[config.mk]
export PLATFORM = sky130hd
export DESIGN_NAME = cp1251_to_utf8_encoder_core_flat
export DESIGN_NICKNAME = d
export VERILOG_FILES = /design/src/rtl/c2u_pkg.sv /design/src/rtl/c2u_if.sv /design/src/rtl/cp1251_to_utf8_encoder_core.sv /design/src/flat_wrapper.sv
export VERILOG_INCLUDE_DIRS = /design/src /design/src/rtl
export SDC_FILE = /design/constraint.sdc
export NUM_CORES = 1
export LEC_CHECK = 0
export ABC_AREA = 1
export BUFFER_PORTS_ARGS = -buffer_cell sky130_fd_sc_hd__buf_2
export CAP_MARGIN = 20
export CELL_PAD_IN_SITES_DETAIL_PLACEMENT = 1
export CELL_PAD_IN_SITES_GLOBAL_PLACEMENT = 2
export CORE_MARGIN = 3
export CORE_UTILIZATION = 36
export DETAILED_ROUTE_END_ITERATION = 12
export PLACE_DENSITY_LB_ADDON = 0.1
export SYNTH_ARGS = -nofsm -noshare
export SYNTH_HDL_FRONTEND = slang
export SYNTH_SLANG_ARGS = --single-unit
[constraint.sdc]
create_clock -name clk -period 3.99 [get_ports clk]
set_input_delay 0.9975 -clock clk [delete_from_list [all_inputs] [get_ports clk]]
set_output_delay 0.9975 -clock clk [all_outputs]
set_load 0.01 [all_outputs]
[src/rtl/cp1251_to_utf8_encoder_core_assert.svh]
// Assertion macros shared by the encoder RTL.
`ifndef CP1251_TO_UTF8_ENCODER_CORE_ASSERT_SVH
`define CP1251_TO_UTF8_ENCODER_CORE_ASSERT_SVH

// The consequent must hold in the same cycle as the antecedent.
`define C2U_ASSERT_SAME(label, clk, rst_n, ante, cons) \
    label: assert property (@(posedge clk) disable iff (!rst_n) (ante) |-> (cons)) \
        else $error("encoder assertion failed");

// The consequent must hold in the cycle after the antecedent.
`define C2U_ASSERT_NEXT(label, clk, rst_n, ante, cons) \
    label: assert property (@(posedge clk) disable iff (!rst_n) (ante) |=> (cons)) \
        else $error("encoder assertion failed");

`endif

[src/rtl/c2u_pkg.sv]
package c2u_pkg;

    localparam int BYTE_W  = 8;
    localparam int LEN_W   = 16;
    localparam int COUNT_W = 17;
    localparam int CODE_W  = 24;

    typedef logic [BYTE_W-1:0]  byte_t;
    typedef logic [LEN_W-1:0]   len_t;
    typedef logic [COUNT_W-1:0] count_t;
    typedef logic [CODE_W-1:0]  code_t;

    localparam len_t  BUFFER_LENGTH_RESET = 16'hFFFF;
    localparam byte_t ASCII_LIMIT         = 8'h80;
    localparam byte_t TERMINATOR          = 8'h00;

    // UTF-8 forms of 0x80..0xFF, first byte in bits 7..0; zero marks an unmapped code.
    localparam code_t HI_HALF_UTF8 [128] = '{
        24'h0082D0, 24'h0083D0, 24'h9A80E2, 24'h0093D1,
        24'h9E80E2, 24'hA680E2, 24'hA080E2, 24'hA180E2,
        24'hAC82E2, 24'hB080E2, 24'h0089D0, 24'hB980E2,
        24'h008AD0, 24'h008CD0, 24'h008BD0, 24'h008FD0,
        24'h0092D1, 24'h9880E2, 24'h9980E2, 24'h9C80E2,
        24'h9D80E2, 24'hA280E2, 24'h9380E2, 24'h9480E2,
        24'h000000, 24'hA284E2, 24'h0099D1, 24'hBA80E2,
        24'h009AD1, 24'h009CD1, 24'h009BD1, 24'h009FD1,
        24'h00A0C2, 24'h008ED0, 24'h009ED1, 24'h0088D0,
        24'h00A4C2, 24'h0090D2, 24'h00A6C2, 24'h00A7C2,
        24'h0081D0, 24'h00A9C2, 24'h0084D0, 24'h00ABC2,
        24'h00ACC2, 24'h00ADC2, 24'h00AEC2, 24'h0087D0,
        24'h00B0C2, 24'h00B1C2, 24'h0086D0, 24'h0096D1,
        24'h0091D2, 24'h00B5C2, 24'h00B6C2, 24'h00B7C2,
        24'h0091D1, 24'h9684E2, 24'h0094D1, 24'h00BBC2,
        24'h0098D1, 24'h0085D0, 24'h0095D1, 24'h0097D1,
        24'h0090D0, 24'h0091D0, 24'h0092D0, 24'h0093D0,
        24'h0094D0, 24'h0095D0, 24'h0096D0, 24'h0097D0,
        24'h0098D0, 24'h0099D0, 24'h009AD0, 24'h009BD0,
        24'h009CD0, 24'h009DD0, 24'h009ED0, 24'h009FD0,
        24'h00A0D0, 24'h00A1D0, 24'h00A2D0, 24'h00A3D0,
        24'h00A4D0, 24'h00A5D0, 24'h00A6D0, 24'h00A7D0,
        24'h00A8D0, 24'h00A9D0, 24'h00AAD0, 24'h00ABD0,
        24'h00ACD0, 24'h00ADD0, 24'h00AED0, 24'h00AFD0,
        24'h00B0D0, 24'h00B1D0, 24'h00B2D0, 24'h00B3D0,
        24'h00B4D0, 24'h00B5D0, 24'h00B6D0, 24'h00B7D0,
        24'h00B8D0, 24'h00B9D0, 24'h00BAD0, 24'h00BBD0,
        24'h00BCD0, 24'h00BDD0, 24'h00BED0, 24'h00BFD0,
        24'h0080D1, 24'h0081D1, 24'h0082D1, 24'h0083D1,
        24'h0084D1, 24'h0085D1, 24'h0086D1, 24'h0087D1,
        24'h0088D1, 24'h0089D1, 24'h008AD1, 24'h008BD1,
        24'h008CD1, 24'h008DD1, 24'h008ED1, 24'h008FD1
    };

    function automatic code_t hi_half_lookup(input logic [6:0] idx);
        return HI_HALF_UTF8[idx];
    endfunction

endpackage

[src/rtl/c2u_if.sv]
interface c2u_in_if;
    import c2u_pkg::*;

    logic  valid;
    logic  ready;
    byte_t in_byte;

    modport source (output valid, output in_byte, input ready);
    modport sink (input valid, input in_byte, output ready);
endinterface

interface c2u_out_if;
    import c2u_pkg::*;

    logic   valid;
    logic   ready;
    byte_t  out_byte;
    logic   last_of_run;
    logic   end_of_string;
    count_t written_length;

    modport source (
        output valid, output out_byte, output last_of_run,
        output end_of_string, output written_length, input ready
    );
    modport sink (
        input valid, input out_byte, input last_of_run,
        input end_of_string, input written_length, output ready
    );
endinterface

[src/rtl/cp1251_to_utf8_encoder_core.sv]
// Channel      Dir   Beat payload
// in_stream    in    in_byte: one Windows-1251 byte, zero ends the string
// out_stream   out   out_byte, last_of_run, end_of_string, written_length
// cfg_wr_*     in    buffer_length write, no handshake
//
// An input beat is decoded in the cycle it is accepted into the item register.
// The item register feeds the output register one byte per cycle unless the output
// stalls; an item has one, two or three bytes, and beats with no result give none.
// A new beat is accepted in the cycle the item register hands over its last byte.
// Output stalls back up through the item register to in_stream.ready.
// Reset clears the count, the valid flags and sets buffer_length to 65535.
module cp1251_to_utf8_encoder_core (
    input  logic                    clk,
    input  logic                    rst_n,
    input  logic                    cfg_wr_en,
    input  logic [c2u_pkg::LEN_W-1:0] cfg_wr_data,
    c2u_in_if.sink                  in_stream,
    c2u_out_if.source               out_stream
);
    import c2u_pkg::*;

    `include "cp1251_to_utf8_encoder_core_assert.svh"

    len_t   buffer_length_reg;
    count_t count_reg;
    count_t count_next;

    logic   item_valid_reg;
    logic   item_valid_next;
    code_t  item_bytes_reg;
    logic [1:0] item_n_reg;
    logic [1:0] item_idx_reg;
    logic [1:0] item_idx_next;
    logic   item_eos_reg;
    count_t item_base_reg;

    logic   out_valid_reg;
    byte_t  out_byte_reg;
    logic   out_last_reg;
    logic   out_eos_reg;
    count_t out_len_reg;

    logic   out_load;
    logic   item_last;
    logic   item_done;
    logic   in_fire;
    logic   is_eos;
    logic   is_full;
    code_t  hi_code;
    code_t  dec_bytes;
    logic [1:0] dec_n;
    logic   produce;
    byte_t  sel_byte;

    assign out_load  = !out_valid_reg || out_stream.ready;
    assign item_last = (item_idx_reg == item_n_reg - 2'd1);
    assign item_done = item_valid_reg && out_load && item_last;

    assign in_stream.ready = !item_valid_reg || item_done;
    assign in_fire         = in_stream.valid && in_stream.ready;

    assign is_eos  = (in_stream.in_byte == TERMINATOR);
    assign is_full = ({1'b0, count_reg} + (COUNT_W + 1)'(1))
                     >= (COUNT_W + 1)'(buffer_length_reg);
    assign hi_code = hi_half_lookup(in_stream.in_byte[6:0]);

    always_comb
    begin
        dec_bytes = hi_code;
        dec_n     = (hi_code[23:16] != 8'h00) ? 2'd3 : 2'd2;
        produce   = 1'b0;
        if (is_eos)
        begin
            dec_bytes = CODE_W'(TERMINATOR);
            dec_n     = 2'd1;
            produce   = 1'b1;
        end
        else if (in_stream.in_byte < ASCII_LIMIT)
        begin
            dec_bytes = CODE_W'(in_stream.in_byte);
            dec_n     = 2'd1;
            produce   = !is_full;
        end
        else
        begin
            produce = !is_full && (hi_code != '0);
        end
    end

    always_comb
    begin
        count_next = count_reg;
        if (in_fire)
        begin
            if (is_eos)
            begin
                count_next = '0;
            end
            else if (produce)
            begin
                count_next = count_reg + COUNT_W'(dec_n);
            end
        end
    end

    always_comb
    begin
        item_valid_next = item_valid_reg;
        item_idx_next   = item_idx_reg;
        if (in_fire && produce)
        begin
            item_valid_next = 1'b1;
            item_idx_next   = 2'd0;
        end
        else if (item_done)
        begin
            item_valid_next = 1'b0;
            item_idx_next   = 2'd0;
        end
        else if (item_valid_reg && out_load)
        begin
            item_idx_next = item_idx_reg + 2'd1;
        end
    end

    always_comb
    begin
        case (item_idx_reg)
            2'd0:    sel_byte = item_bytes_reg[7:0];
            2'd1:    sel_byte = item_bytes_reg[15:8];
            2'd2:    sel_byte = item_bytes_reg[23:16];
            default: sel_byte = item_bytes_reg[7:0];
        endcase
    end

    always_ff @(posedge clk or negedge rst_n)
    begin
        if (!rst_n)
        begin
            buffer_length_reg <= BUFFER_LENGTH_RESET;
            count_reg         <= '0;
            item_valid_reg    <= 1'b0;
            item_idx_reg      <= 2'd0;
            out_valid_reg     <= 1'b0;
        end
        else
        begin
            if (cfg_wr_en)
            begin
                buffer_length_reg <= cfg_wr_data;
            end
            count_reg      <= count_next;
            item_valid_reg <= item_valid_next;
            item_idx_reg   <= item_idx_next;
            if (out_load)
            begin
                out_valid_reg <= item_valid_reg;
            end
        end
    end

    always_ff @(posedge clk)
    begin
        if (in_fire && produce)
        begin
            item_bytes_reg <= dec_bytes;
            item_n_reg     <= dec_n;
            item_eos_reg   <= is_eos;
            item_base_reg  <= count_reg;
        end
        if (out_load && item_valid_reg)
        begin
            out_byte_reg <= sel_byte;
            out_last_reg <= item_last;
            out_eos_reg  <= item_eos_reg;
            out_len_reg  <= item_eos_reg ? item_base_reg
                          : item_base_reg + COUNT_W'(item_idx_reg) + COUNT_W'(1);
        end
    end

    assign out_stream.valid          = out_valid_reg;
    assign out_stream.out_byte       = out_byte_reg;
    assign out_stream.last_of_run    = out_last_reg;
    assign out_stream.end_of_string  = out_eos_reg;
    assign out_stream.written_length = out_len_reg;

    `C2U_ASSERT_SAME(a_idx_in_range, clk, rst_n,
        item_valid_reg, item_idx_reg < item_n_reg)
    `C2U_ASSERT_SAME(a_eos_beat_shape, clk, rst_n,
        out_valid_reg && out_eos_reg, out_last_reg && (out_byte_reg == TERMINATOR))
    `C2U_ASSERT_NEXT(a_full_holds_count, clk, rst_n,
        in_fire && !is_eos && is_full, $stable(count_reg))
    `C2U_ASSERT_NEXT(a_eos_clears_count, clk, rst_n,
        in_fire && is_eos, count_reg == '0)

endmodule
[src/flat_wrapper.sv]
// flat-port wrapper written by rule: the top's interface ports become plain ports
module cp1251_to_utf8_encoder_core_flat import c2u_pkg::*;
  (clk, rst_n, cfg_wr_en, cfg_wr_data, in_stream_valid, in_stream_in_byte, in_stream_ready, out_stream_valid, out_stream_out_byte, out_stream_last_of_run, out_stream_end_of_string, out_stream_written_length, out_stream_ready);
  c2u_in_if in_stream_i ();
  c2u_out_if out_stream_i ();
  input  logic clk;
  input  logic rst_n;
  input  logic cfg_wr_en;
  input  logic [c2u_pkg::LEN_W-1:0] cfg_wr_data;
  input wire logic [$bits(in_stream_i.valid)-1:0] in_stream_valid;
  input wire logic [$bits(in_stream_i.in_byte)-1:0] in_stream_in_byte;
  output wire logic [$bits(in_stream_i.ready)-1:0] in_stream_ready;
  output wire logic [$bits(out_stream_i.valid)-1:0] out_stream_valid;
  output wire logic [$bits(out_stream_i.out_byte)-1:0] out_stream_out_byte;
  output wire logic [$bits(out_stream_i.last_of_run)-1:0] out_stream_last_of_run;
  output wire logic [$bits(out_stream_i.end_of_string)-1:0] out_stream_end_of_string;
  output wire logic [$bits(out_stream_i.written_length)-1:0] out_stream_written_length;
  input wire logic [$bits(out_stream_i.ready)-1:0] out_stream_ready;
  assign in_stream_i.valid = in_stream_valid;
  assign in_stream_i.in_byte = in_stream_in_byte;
  assign in_stream_ready = in_stream_i.ready;
  assign out_stream_valid = out_stream_i.valid;
  assign out_stream_out_byte = out_stream_i.out_byte;
  assign out_stream_last_of_run = out_stream_i.last_of_run;
  assign out_stream_end_of_string = out_stream_i.end_of_string;
  assign out_stream_written_length = out_stream_i.written_length;
  assign out_stream_i.ready = out_stream_ready;
  cp1251_to_utf8_encoder_core u_core (.clk(clk), .rst_n(rst_n), .cfg_wr_en(cfg_wr_en), .cfg_wr_data(cfg_wr_data), .in_stream(in_stream_i), .out_stream(out_stream_i));
endmodule
# After elaboration in Yosys (flattened, before gate mapping)
# Memories as Yosys holds them, arrays and structs flattened.
# Index checks and enable logic that the tools add are counted.
[word_totals]
regBits = 108
wordCells = 63
n_memories = 1
rom_bits = 3072
output_inout_bits = 29
[mem_list]
columns = ["memory", "depth", "width", "read_ports", "rd_clocked_by_memory_dff", "wr", "line", "text"]
rows = [
  ["(no name shown)", 128, 24, 1, 0, 0, "c2u_pkg.sv:54", "return HI_HALF_UTF8[idx];"],
]
[classes]
mux = 17
n_addsub = 6
n_lt_le_gt_ge = 3
eq_ne = 3
reduce_logical = 18
bitwise_logic = 1
[op_table]
columns = ["cell", "n"]
rows = [
  ["$mux 17", 3],
  ["$mux 24", 2],
  ["$add 17x2->17", 2],
  ["$reduce_bool 24->1", 1],
  ["$add 17x1->18 const B", 1],
  ["$ge 18x16->1", 1],
  ["$add 17x1->17 const B", 1],
  ["$pmux 8 s2", 1],
  ["$mux 2", 5],
  ["$ge 8x8->1 const B", 1],
  ["$logic_not 8->1", 1],
  ["$lt 8x8->1 const B", 1],
  ["$mux 8", 1],
  ["$not 7->8", 1],
  ["$reduce_bool 8->1", 1],
  ["$logic_and 1x1->1", 5],
  ["$mux 1", 5],
  ["$reduce_bool 2->1", 2],
  ["$logic_not 1->1", 3],
  ["$reduce_bool 3->1", 1],
  ["$add 2x1->2 const B", 1],
  ["$eq 2x1->1 const B", 1],
  ["$eq 2x2->1", 1],
  ["$eq 2x2->1 const B", 1],
  ["4 further kinds", 5],
]

# Longest topological paths before layout
# Gate-level depths: netlist (run 1).
[depth]
depth_word = 11
mapped_depth = 23
mapped_depth_nobuf = 23

# Worst setup path after synthesis (run 1)
# No wires, ideal clock.
[synth_path]
path_type = "input port to flip-flop"
start = "input in_stream_in_byte[0]"
end = "register u_core.count_reg[16]"
setup_time_ps = 66
setup_slack_ps = 584
arrival_ps = 3341
required_ps = 3924
path_stages = 19
path_cell_list = "inv_1 ha_1 nor2_1 a21oi_1 nand2_1 a21oi_2 nand2_1 nor2_1 nand3_1 ha_1 fa_1 nand2_1 inv_1 nand2_1 nor2_1 xor2_1 nor2_1 nand2_1 nand2_1"
[synth_between]
elab_chain_len = 11
word_cells_on_any_way = 19
classes_between = "add/sub (1); order compare (1); mux (9); bitwise (1); reduce/logical (6); memory (1)"
[synth_lines]
columns = ["item", "line", "text"]
rows = [
  ["start: declaration", "flat_wrapper.sv:11", "input wire logic [$bits(in_stream_i.in_byte)-1:0] in_stream_in_byte;"],
  ["$not 7->8 (not written as such)", "c2u_pkg.sv:54", ""],
  ["$mem_v2 128x24", "n/a", ""],
  ["$mux 24 (not written as such) (2 in a row)", "c2u_pkg.sv:54", ""],
  ["$reduce_bool 8->1", "cp1251_to_utf8_encoder_core.sv:70", "dec_n = (hi_code[23:16] != 8'h00) ? 2'd3 : 2'd2;"],
  ["$mux 1", "cp1251_to_utf8_encoder_core.sv:70", ""],
  ["$mux 2", "cp1251_to_utf8_encoder_core.sv:78", "else if (in_stream.in_byte < ASCII_LIMIT)"],
  ["$mux 2 (*)", "cp1251_to_utf8_encoder_core.sv:72", "if (is_eos)"],
  ["net u_core.dec_n[0]", "cp1251_to_utf8_encoder_core.sv:51", "logic [1:0] dec_n;"],
  ["$add 17x2->17 (*)", "cp1251_to_utf8_encoder_core.sv:101", "count_next = count_reg + COUNT_W'(dec_n);"],
  ["$mux 17 (*)", "cp1251_to_utf8_encoder_core.sv:99", "else if (produce)"],
  ["$mux 17 (*)", "cp1251_to_utf8_encoder_core.sv:95", "if (is_eos)"],
  ["end signal: assignment", "cp1251_to_utf8_encoder_core.sv:152", "count_reg <= count_next;"],
  ["end: declaration", "cp1251_to_utf8_encoder_core.sv:25", "count_t count_reg;"],
]
# Mark *: on every way through the listed nets, which the timed path passes. The rest lies on a longest branch. The select of a mux whose other input is x is not followed.
# A chain may end at the register's enable or synchronous reset.

# Final worst setup path (run 1)
[layout_path]
start = "input in_stream_in_byte[1]"
end = "register u_core.count_reg[16]"
# The elaborated chain is that of the path after synthesis.

==> metrics.md, run 1 <==
| Metric | Value |
|---|---|
| Fmax achieved | `0.282 GHz` |
| Input/output buffers | `57` |
| Req. time, crit path | `4.29 ns` |
| Max clock buf depth | `2` |
| Setup TNS | `0 ns` |
| Synth-to-Final Area Change | `14.5%` |
| WL final | `18300 microns` |
| Max Cap Viol | `0` |
| Non-filler cells, final | `1066` |
| TritonCTS clock tree | `yes` |
| Die W | `140 microns` |
| Tcrit/Tclk final | `0.887` |
| Setup violations, final | `0` |
| Gr ovfl total | `0` |
| Hold depth | `2` |
| DP Area | `7020 sq um` |
| Yosys reg bits | `106` |
| GR Util All Layers | `0.194` |
| Synthesized area per cell | `8.32 sq um` |
| Crit Path Class | `in2reg` |
| Core Area | `17400 sq um` |
| Final Util | `0.424` |
| Asr flop ratio synth | `0.349` |
| Leakage power | `0.00343 uW` |
| Initial antenna violation count | `0` |
| Worst hold-check path type | `reg2reg` |
| Critical path startpoint category | `primary input` |
| Initial Utilization | `0.370` |
| Synth top area share | `0.322` |
| DRT antenna net count | `0` |
| Synthesized Nets | `835` |
| Remaining DRCs | `0` |
| PostCTS Resize Cnt | `0` |
| # rows | `48` |
| Primary FF master, synth | `edfxtp_1` |
| Multi-input gate area | `2940 sq um` |
| Final Hold Vio Count | `0` |
| First-pass GRT wire length | `30200 microns` |
| Root Driver | `clkbuf_16` |
| Crit path max fanout | `10` |
| Worst slew pin tran | `0.906 ns` |
| YS warnings | `0` |
| Hold Buf Count CTS | `0` |
| Clk_skew | `0.0135 ns` |
| Sequential cell area | `3020 sq um` |
| Worst setup EP type | `flip-flop` |
| Die area | `19500 sq um` |
| Worst R2R End | `u_core.item_bytes_reg[23]` |
| Wire per inst | `17.2 microns` |
| Largest net degree at the start of global routing | `38` |
| Synth unique cells | `40` |
| Die height | `140 microns` |
| Leading area contributor after synthesis | `edfxtp_1` |
| Vias in the first global route | `5651` |
| Max reg flops | `22` |
| GP Congestion | `0.972` |
| H-tree Lvls | `3` |
| CTS Buf Count | `9` |
| Min-delay src | `u_core.buffer_length_reg[1]` |
| Final Instance Area | `7360 sq um` |
| Pwr Density | `529 nW/um^2` |
| Mapped Cells | `772` |
| Vias per inst | `5.02` |
| Reg clk slew, reported paths | `0.09 ns` |
| Final HPWL DP | `14300 microns` |
| Post-CTS setup buffers | `0` |
| Mapped cell area | `6420 sq um` |
| Fill cells | `2117` |
| Routed vias | `5346` |
| Layout cells sized above 1 | `0.151` |
| Final hold slack | `0.502 ns` |
| Layout Nets | `899` |
| Seq/Total Area, Yosys | `0.470` |
| Detailed Route Iter0 Violations | `294` |
| Final slew viol count | `0` |
| Drt first pass iters | `4` |
| RSZ-0062 raised after global routing | `no` |
| Worst r2r src | `u_core.count_reg[2]` |
| Peak VDD IR | `0.000414 V` |
| R2r worst-path depth | `18` |
| Final Critical Period | `3.54 ns` |
| Worst reg2reg setup slack | `0.54 ns` |
| Synth area leaders | `edfxtp_1 (32%), nand2_1 (12%), dfrtp_1 (8.2%)` |
| Critical Path AT | `3.84 ns` |
| Diode count | `0` |
| Placed Instances | `1050` |
| Outcome | `finished, final reports clean` |
| Min-Delay Endpoint | `u_core.buffer_length_reg[1]` |
| Clk sinks | `106` |
| Number of synthesized flops with an enable pin | `69` |
| IO Pins | `58` |
| Slew margin rel. | `0.396` |
| Clk_lat worst skew | `0.35 ns` |
cells by family (layout without fill, tap and decap cells):
kind of cell / count (synthesis) / after routing / share of synthesized area
xor gates and xnor gates: 44 / 44 / 0.0600
DFF: 106 / 106 / 0.470
muxes: 1 / 1 / 0.00175
adders and majority gates: 34 / 34 / 0.0685
and+or+nand+nor: 394 / 394 / 0.254
buffers and inverters: 109 / 178 / 0.0732
AOI/OAI and AO/OA: 84 / 84 / 0.0726
final cells by class:
cell class                 count  share of cell area
tap                          225              0.0383
timing repair buffer          81              0.0650
clock inverter                 7              0.0146
sequential                   106               0.410
inverter                      81              0.0413
clock buffer                   9              0.0306
multi-input combinational    557               0.400
critical path, stage by stage:
cell and delay [ns]:
buf_2 0.20, inv_1 0.17, ha_1 0.35, inv_1 0.05
nand2_1 0.13, nand2_1 0.07, nand2_1 0.07, nand2_1 0.05
nand3_1 0.09, nand3_1 0.08, nor2_1 0.15, nand3_1 0.13
ha_1 0.23, fa_1 0.40, nand2_1 0.13, inv_1 0.07
nand2_1 0.09, nor2_1 0.06, xor2_1 0.13, nor2_1 0.08
nand2_1 0.06, nand2_1 0.05
cells in the final DEF (no fill, tap or decap), types with 18 or more instances in the layout:
cell type  count
edfxtp_1      69
a21oi_1       32
o21ai_0       31
xnor2_1       18
inv_1         77
dfrtp_1       21
buf_4         23
buf_2         57
ha_1          32
nand2_1      210
nor2_1        88
xor2_1        26
nand3_1       70
power by group:
part	switching (uW)	leakage [uW]	internal, uW
Clock	456	0.000160	512
Sequential	161	0.00111	1570
Combinational	775	0.00217	422
Total	1390	0.00343	2500
Yosys cell counts (all sizes together) (2+ instances only):
master and instances:
a211oi 2, a21boi 2, a21oi 33, a22oi 3, buf 19, clkbuf 9
dfrtp 21, dfstp 16, edfxtp 69, fa 2, ha 32, inv 80
nand2 213, nand3 70, nand4 9, nor2 92, nor3 8, o211ai 2
o21a 2, o21ai 34, o22ai 3, xnor2 18, xor2 26
per-layer routing:
layer	vias to the layer above	wire length, microns	global-route usage
met5	-	0	0
met4	0	293	0.0505
met3	18	933	0.0385
met2	118	7950	0.297
met1	2560	9160	0.282
li1	2650	-	-
metrics by stage:
step	setup slack (ns)	power (uW)
2_1_floorplan	0.584	2500
3_5_place_dp	0.0874	2970
5_1_grt	0.0225	4170
4_1_cts	0.431	3950
6_report	0.450	3890
3_3_place_gp	0.0995	2920
how the worst max path moves through the flow:
stage,start,to,cells after the start
floorplan,in_stream_in_byte[0],u_core.count_reg[16],19
global placement,in_stream_in_byte[1],u_core.count_reg[16],22
detailed placement,in_stream_in_byte[0],u_core.count_reg[16],20
CTS,in_stream_in_byte[0],u_core.count_reg[16],20
global route,in_stream_in_byte[1],u_core.count_reg[16],24
finish,in_stream_in_byte[1],u_core.count_reg[16],22
Note: power is estimated with default switching activity, not from simulation.
==> inputs of run 2 (changes only) <==
Settings changed: ABC_AREA 1 to not set, CORE_UTILIZATION 36 to 39.
==> metrics.md, run 2 <==
| Metric | Value |
|---|---|
| Max reg flops | `22 (unchanged)` |
| Req. time, crit path | `4.25 ns (-0.04 ns)` |
| Post-synth top cells | `edfxtp_1 (69), nand2_1 (66), o21ai_0 (45)` |
| Root Driver | `clkbuf_16` |
| Routed vias | `5307 (-0.73%)` |
| Input/output buffers | `57 (unchanged)` |
| Worst setup EP type | `flip-flop` |
| Final Critical Period | `3.78 ns (+0.244 ns)` |
| Clk network pwr share | `0.240 (-0.009)` |
| Initial antenna violation count | `0 (unchanged)` |
| Outcome | `finished, final reports clean` |
| Crit Path Class | `reg2reg` |
| Pwr Density | `519 nW/um^2 (-1.9%)` |
| Layout Nets | `800 (-11%)` |
| Diode count | `0 (unchanged)` |
| Synthesized area per cell | `9.96 sq um (+20%)` |
| R2r worst-path depth | `14 (-4)` |
| Non-filler cells, final | `953 (-11%)` |
| Commonest non-fill, non-tap cell in the layout | `buf_4` |
| Leakage power | `0.00311 uW (-9.3%)` |
| Final Instance Area | `7610 sq um (+3.5%)` |
| Final slew viol count | `0 (unchanged)` |
| Fmax achieved | `0.264 GHz (-6.5%)` |
| GP Congestion | `0.904 (-7.0%)` |
| Peak VDD IR | `0.000269 V (-35%)` |
| Clk_skew | `0.0118 ns (-0.00174 ns)` |
| Final Hold Vio Count | `0 (unchanged)` |
| H-tree Lvls | `3 (unchanged)` |
| Worst r2r src | `u_core.count_reg[0]` |
| Slew margin rel. | `0.405 (+0.00892)` |
| Vias per inst | `5.57 (+11%)` |
| Primary FF master, synth | `edfxtp_1` |
| Post-CTS setup buffers | `0 (unchanged)` |
| Worst reg2reg setup slack | `0.21 ns (-0.33 ns)` |
| Worst R2R End | `u_core.count_reg[5]` |
| GR Util All Layers | `0.221 (+0.0277)` |
| IO Pins | `58 (unchanged)` |
| Die area | `17700 sq um (-9.4%)` |
| Remaining DRCs | `0 (unchanged)` |
| Vias in the first global route | `5725 (+1.3%)` |
| DRT antenna net count | `0 (unchanged)` |
| DP Area | `7260 sq um (+3.4%)` |
| Detailed Route Iter0 Violations | `264 (-10%)` |
| Drt first pass iters | `4 (unchanged)` |
| Synth area leaders | `edfxtp_1 (33%), dfrtp_1 (8.4%), dfstp_2 (6.7%)` |
| P_sw | `1360 uW (-2.3%)` |
| PostCTS Resize Cnt | `0 (unchanged)` |
| Most numerous cell in the Yosys netlist | `edfxtp_1` |
| P_int | `2590 uW (+3.7%)` |
| Tcrit/Tclk final | `0.949 (+0.0612)` |
| Synth unique cells | `68 (+70%)` |
| TritonCTS clock tree | `yes` |
| Most frequent cells in the layout | `buf_4 (71), edfxtp_1 (69), nand2_1 (65)` |
| WL final | `19100 microns (+4.0%)` |
| Leading area contributor after synthesis | `edfxtp_1` |
| Final Power | `3950 uW (+1.6%)` |
| Layout cells sized above 1 | `0.244 (+0.0929)` |
| # rows | `45 (-6.3%)` |
| Synth top area share | `0.330 (+0.00759)` |
| Min-delay src | `u_core.buffer_length_reg[1]` |
| Wire per inst | `20.0 microns (+16%)` |
| First-pass GRT wire length | `30900 microns (+2.1%)` |
| Number of synthesized flops with an enable pin | `69 (unchanged)` |
| Max clock buf depth | `2 (unchanged)` |
| Crit path max fanout | `17 (+7)` |
| RSZ-0062 raised after global routing | `no` |
| Clk sinks | `106 (unchanged)` |
| YS warnings | `0 (unchanged)` |
| Seq/Total Area, Yosys | `0.481 (+0.0110)` |
| Final HPWL DP | `14700 microns (+2.4%)` |
| Synth-to-Final Area Change | `21.3%` |
| Setup violations, final | `0 (unchanged)` |
| Clk_lat worst skew | `0.35 ns (about the same)` |
| Initial Utilization | `0.405 (+0.0352)` |
| Mapped Cells | `630 (-18%)` |
| Placed Instances | `936 (-11%)` |
| Hold Buf Count CTS | `0 (unchanged)` |
| Sequential share of power | `0.428 (-0.016)` |
| CTS Buf Count | `9 (unchanged)` |
| Hold depth | `2 (unchanged)` |
| Die height | `133 microns (-4.8%)` |
| Mapped cell area | `6280 sq um (-2.3%)` |
| Critical path startpoint category | `flip-flop` |
| Die W | `133 microns (-4.8%)` |
| Critical Path AT | `4.05 ns (+0.21 ns)` |
| Synthesized Nets | `693 (-17%)` |
| Asr flop ratio synth | `0.349 (unchanged)` |
| Worst slew pin tran | `0.892 ns (-0.0134 ns)` |
| Largest net degree at the start of global routing | `38 (unchanged)` |
| Switching Share | `0.344 (-0.0137)` |
| Worst hold-check path type | `reg2reg` |
| Reg clk slew, reported paths | `0.08 ns (about the same)` |
| Max Cap Viol | `0 (unchanged)` |
| Core Area | `15500 sq um (-11%)` |
| Gr ovfl total | `0 (unchanged)` |
| Comb pwr share | `0.332 (+0.024)` |
| Min-Delay Endpoint | `u_core.buffer_length_reg[1]` |
| Yosys reg bits | `106 (unchanged)` |
-- run 2: power groups by stage --
stage / logic, uW / clock network, uW / registers [uW]
after global placement: 1230 / 0 / 1700
final: 1310 / 950 / 1690
after CTS: 1300 / 976 / 1700
after global routing: 1460 / 1010 / 1720
after floorplan: 682 / 0 / 1750
after detailed placement: 1290 / 0 / 1720
-- run 2: area by class of cell --
type	instances	area [sq um]
clock buffer	9	225
clock inverter	7	92.6
fill	1743	7870
inverter	34	128
multi-input combinational	455	3000
sequential	106	3020
tap	211	264
timing repair buffer	131	886
-- run 2: cells by family after synthesis --
kind of cell	synth area share
compound gates	0.165
fa+ha+maj	0.0702
flops	0.481
simple gates	0.181
xor+xnor	0.0419
mux	0.0165
buf+inv	0.0450
-- run 2: through the flow --
step                      TNS, ns  utilization  worst slack [ns]  hold slack, ns
after floorplan                 0            -            0.0340           0.420
after global placement     -0.127        0.469            -0.108           0.460
after detailed placement   -0.348        0.469            -0.181           0.505
after CTS                       0        0.489            0.0518           0.518
after global routing            0        0.492            0.0192           0.542
final                           0        0.492             0.205           0.511
-- run 2: per-layer routing --
metal  GRT usage  wire (microns)
met5           0               0
met4      0.0901             706
met3      0.0331             534
met2       0.413           10300
met1       0.252            7490
-- run 2: critical path: stages (launching register included) --
cell and delay, ns:
dfrtp_1 0.37, ha_1 0.20, nand3_1 0.12, nor2_2 0.20
nand3_1 0.12, xnor2_1 0.16, ha_1 0.31, a21o_1 0.16
a21o_1 0.17, a21oi_1 0.19, o2111ai_1 0.15, or4_4 0.59
buf_4 0.23, or4_1 0.53, a21oi_1 0.19
-- run 2: worst max-delay path by stage --
stage                         startpoint                   end  slack [ns]  cells after the start
detailed placement  in_stream_in_byte[0]  u_core.count_reg[12]       -0.18                     14
global route        in_stream_in_byte[0]   u_core.count_reg[8]        0.02                     15
global placement    in_stream_in_byte[0]  u_core.count_reg[12]       -0.11                     14
floorplan           in_stream_in_byte[1]  u_core.count_reg[12]        0.03                     14
finish               u_core.count_reg[0]   u_core.count_reg[5]        0.21                     14
CTS                  u_core.count_reg[1]   u_core.count_reg[5]        0.05                     14
==> inputs of run 3 (changes only) <==
Settings changed: CORE_MARGIN 3 to 1.
Clock period 3.99 ns to 3.8 ns, I/O delays scaled along.
==> metrics.md, run 3 (synthesized netlist as in run 2, its figures left out) <==
| Metric | Value |
|---|---|
| Outcome | `finished, final reports clean` |
| GR Util All Layers | `0.234 (+0.0123)` |
| Gr ovfl total | `0 (unchanged)` |
| WL final | `18500 microns (-3.2%)` |
| Critical path startpoint category | `primary input` |
| DRT antenna net count | `0 (unchanged)` |
| Worst slew pin tran | `0.931 ns (+0.0388 ns)` |
| CTS Buf Count | `9 (unchanged)` |
| Clk sinks | `106 (unchanged)` |
| Final HPWL DP | `14400 microns (-2.2%)` |
| Drt first pass iters | `5 (+1)` |
| Vias in the first global route | `5248 (-8.3%)` |
| Detailed Route Iter0 Violations | `308 (+17%)` |
| Final Hold Vio Count | `0 (unchanged)` |
| Commonest non-fill, non-tap cell in the layout | `buf_4` |
| First-pass GRT wire length | `29300 microns (-5.3%)` |
| Peak VDD IR | `0.000260 V (-3.5%)` |
| Setup violations, final | `0 (unchanged)` |
| Req. time, crit path | `4.08 ns (-0.17 ns)` |
| Worst hold-check path type | `reg2reg` |
| Diode count | `0 (unchanged)` |
| Layout cells sized above 1 | `0.284 (+0.0397)` |
| Routed vias | `5290 (-0.32%)` |
| H-tree Lvls | `3 (unchanged)` |
| Max Cap Viol | `0 (unchanged)` |
| Vias per inst | `5.43 (-2.5%)` |
| Pwr Density | `522 nW/um^2 (+0.48%)` |
| Clk_skew | `0.0160 ns (+0.00422 ns)` |
| Die area | `16600 sq um (-5.9%)` |
| Fmax achieved | `0.274 GHz` |
| Max clock buf depth | `2 (unchanged)` |
| Wire per inst | `18.9 microns (-5.3%)` |
| Root Driver | `clkbuf_16` |
| Crit Path Class | `in2reg` |
| Final Power | `4080 uW (+3.1%)` |
| TritonCTS clock tree | `yes` |
| Ordered cell list for the critical path | `buf_2 > buf_4 > ha_1 > and2_1 > o311ai_0 > nand3_1 > o2111ai_2 > or2_4 > ha_4 > fa_2 > nand2_1 > or4_1 > or4_1 > a21oi_1` |
| Synth-to-Final Area Change | `24.5%` |
| Input/output buffers | `57 (unchanged)` |
| Post-Place Setup Slack | `-0.244 ns (-0.0636 ns)` |
| # rows | `46 (+2.2%)` |
| Clk_lat worst skew | `0.36 ns (about the same)` |
| Slew margin rel. | `0.378 (-0.0266)` |
| Leakage power | `0.00320 uW (+2.6%)` |
| Max reg flops | `22 (unchanged)` |
| Die height | `129 microns (-3.0%)` |
| CP max-delay cell | `or4_1` |
| Most numerous cell on the critical path | `or4_1` |
| Post-route setup slack | `0.147 ns (-0.0579 ns)` |
| Tcrit/Tclk final | `0.961` |
| Layout Nets | `816 (+2.0%)` |
| Reg clk slew, reported paths | `0.08 ns (about the same)` |
| CP max stage delay | `0.48 ns (-0.11 ns)` |
| Initial antenna violation count | `0 (unchanged)` |
| Crit path max fanout | `4 (-13)` |
| Most frequent cells in the layout | `buf_4 (87), edfxtp_1 (69), nand2_1 (64)` |
| Remaining DRCs | `0 (unchanged)` |
| Setup TNS | `0 ns (unchanged)` |
| GP Congestion | `0.923 (+2.1%)` |
| Initial Utilization | `0.398 (-0.00737)` |
| Final Critical Period | `3.65 ns` |
| Core Area | `15800 sq um (+1.9%)` |
| Critical Path AT | `3.93 ns (-0.12 ns)` |
| Largest net degree at the start of global routing | `38 (unchanged)` |
| Final slew viol count | `0 (unchanged)` |
| Worst setup EP type | `flip-flop` |
| Die W | `129 microns (-3.0%)` |
| IO Pins | `58 (unchanged)` |
-- run 3: cell types whose count changed in the layout (fill, tap and decap cells not counted), sizes merged --
| cell | change |
|---|---|
| buf | +16 |
| bufinv | -1 |
| clkinv | +1 |
-- run 3: through the flow --
step                utilization  instances  area (sq um)  hold slack (ns)
floorplan                     -        630          6350            0.420
global placement          0.472        957          7440            0.462
detailed placement        0.472        957          7440            0.492
CTS                       0.491        973          7740            0.500
global route              0.495        974          7810            0.532
finish                    0.495        974          7810            0.490
-- run 3: layer usage --
metal	vias up	wire length [microns]	GRT usage
met1	2567	9160	0.342
met4	0	162	0.0609
met3	14	850	0.0428
met2	154	8280	0.355
met5	-	0	0
li1	2555	-	-
-- run 3: repair_timing --
action,4_1_cts,5_1_grt
hold buffers,0,0
resized for setup,0,16
buffers inserted,0,1
setup endpoints to repair,0,57
-- run 3: layout make-up --
cell class / instances / area [sq um]
fill: 1822 / 7960
multi-input combinational: 455 / 3100
sequential: 106 / 3020
timing repair buffer: 147 / 990
tap: 216 / 270
clock buffer: 9 / 225
inverter: 34 / 128
clock inverter: 7 / 80.1
-- run 3: worst max-delay path, delay by kind of cell --
kind	cells	cell delay [ns]
adder cells (fa/ha/maj)	3	0.60
AND/OR/NAND/NOR	6	1.51
AO/OA/AOI/OAI	3	0.61
buffers and inverters	2	0.26
-- run 3: power breakdown --
part | switching [uW] | total [uW] | internal (uW)
logic | 805 | 1370 | 564
clock network | 471 | 940 | 469
registers | 135 | 1770 | 1630
total | 1410 | 4080 | 2670
-- run 3: path summary, 6_finish.rpt --
check / from / endpoint / depth (start not counted) / slack [ns]
worst min register to register: u_core.item_valid_reg / u_core.out_stream.valid / 1 / 0.49
worst min-delay path: u_core.item_valid_reg / u_core.out_stream.valid / 1 / 0.49
min in group asynchronous: rst_n / u_core.count_reg[5] / 1 / 0.71
worst max-delay path: in_stream_in_byte[0] / u_core.count_reg[12] / 14 / 0.15
worst max register to register: u_core.count_reg[0] / u_core.count_reg[3] / 15 / 0.18
max in group asynchronous: rst_n / u_core.item_idx_reg[0] / 1 / 2.52
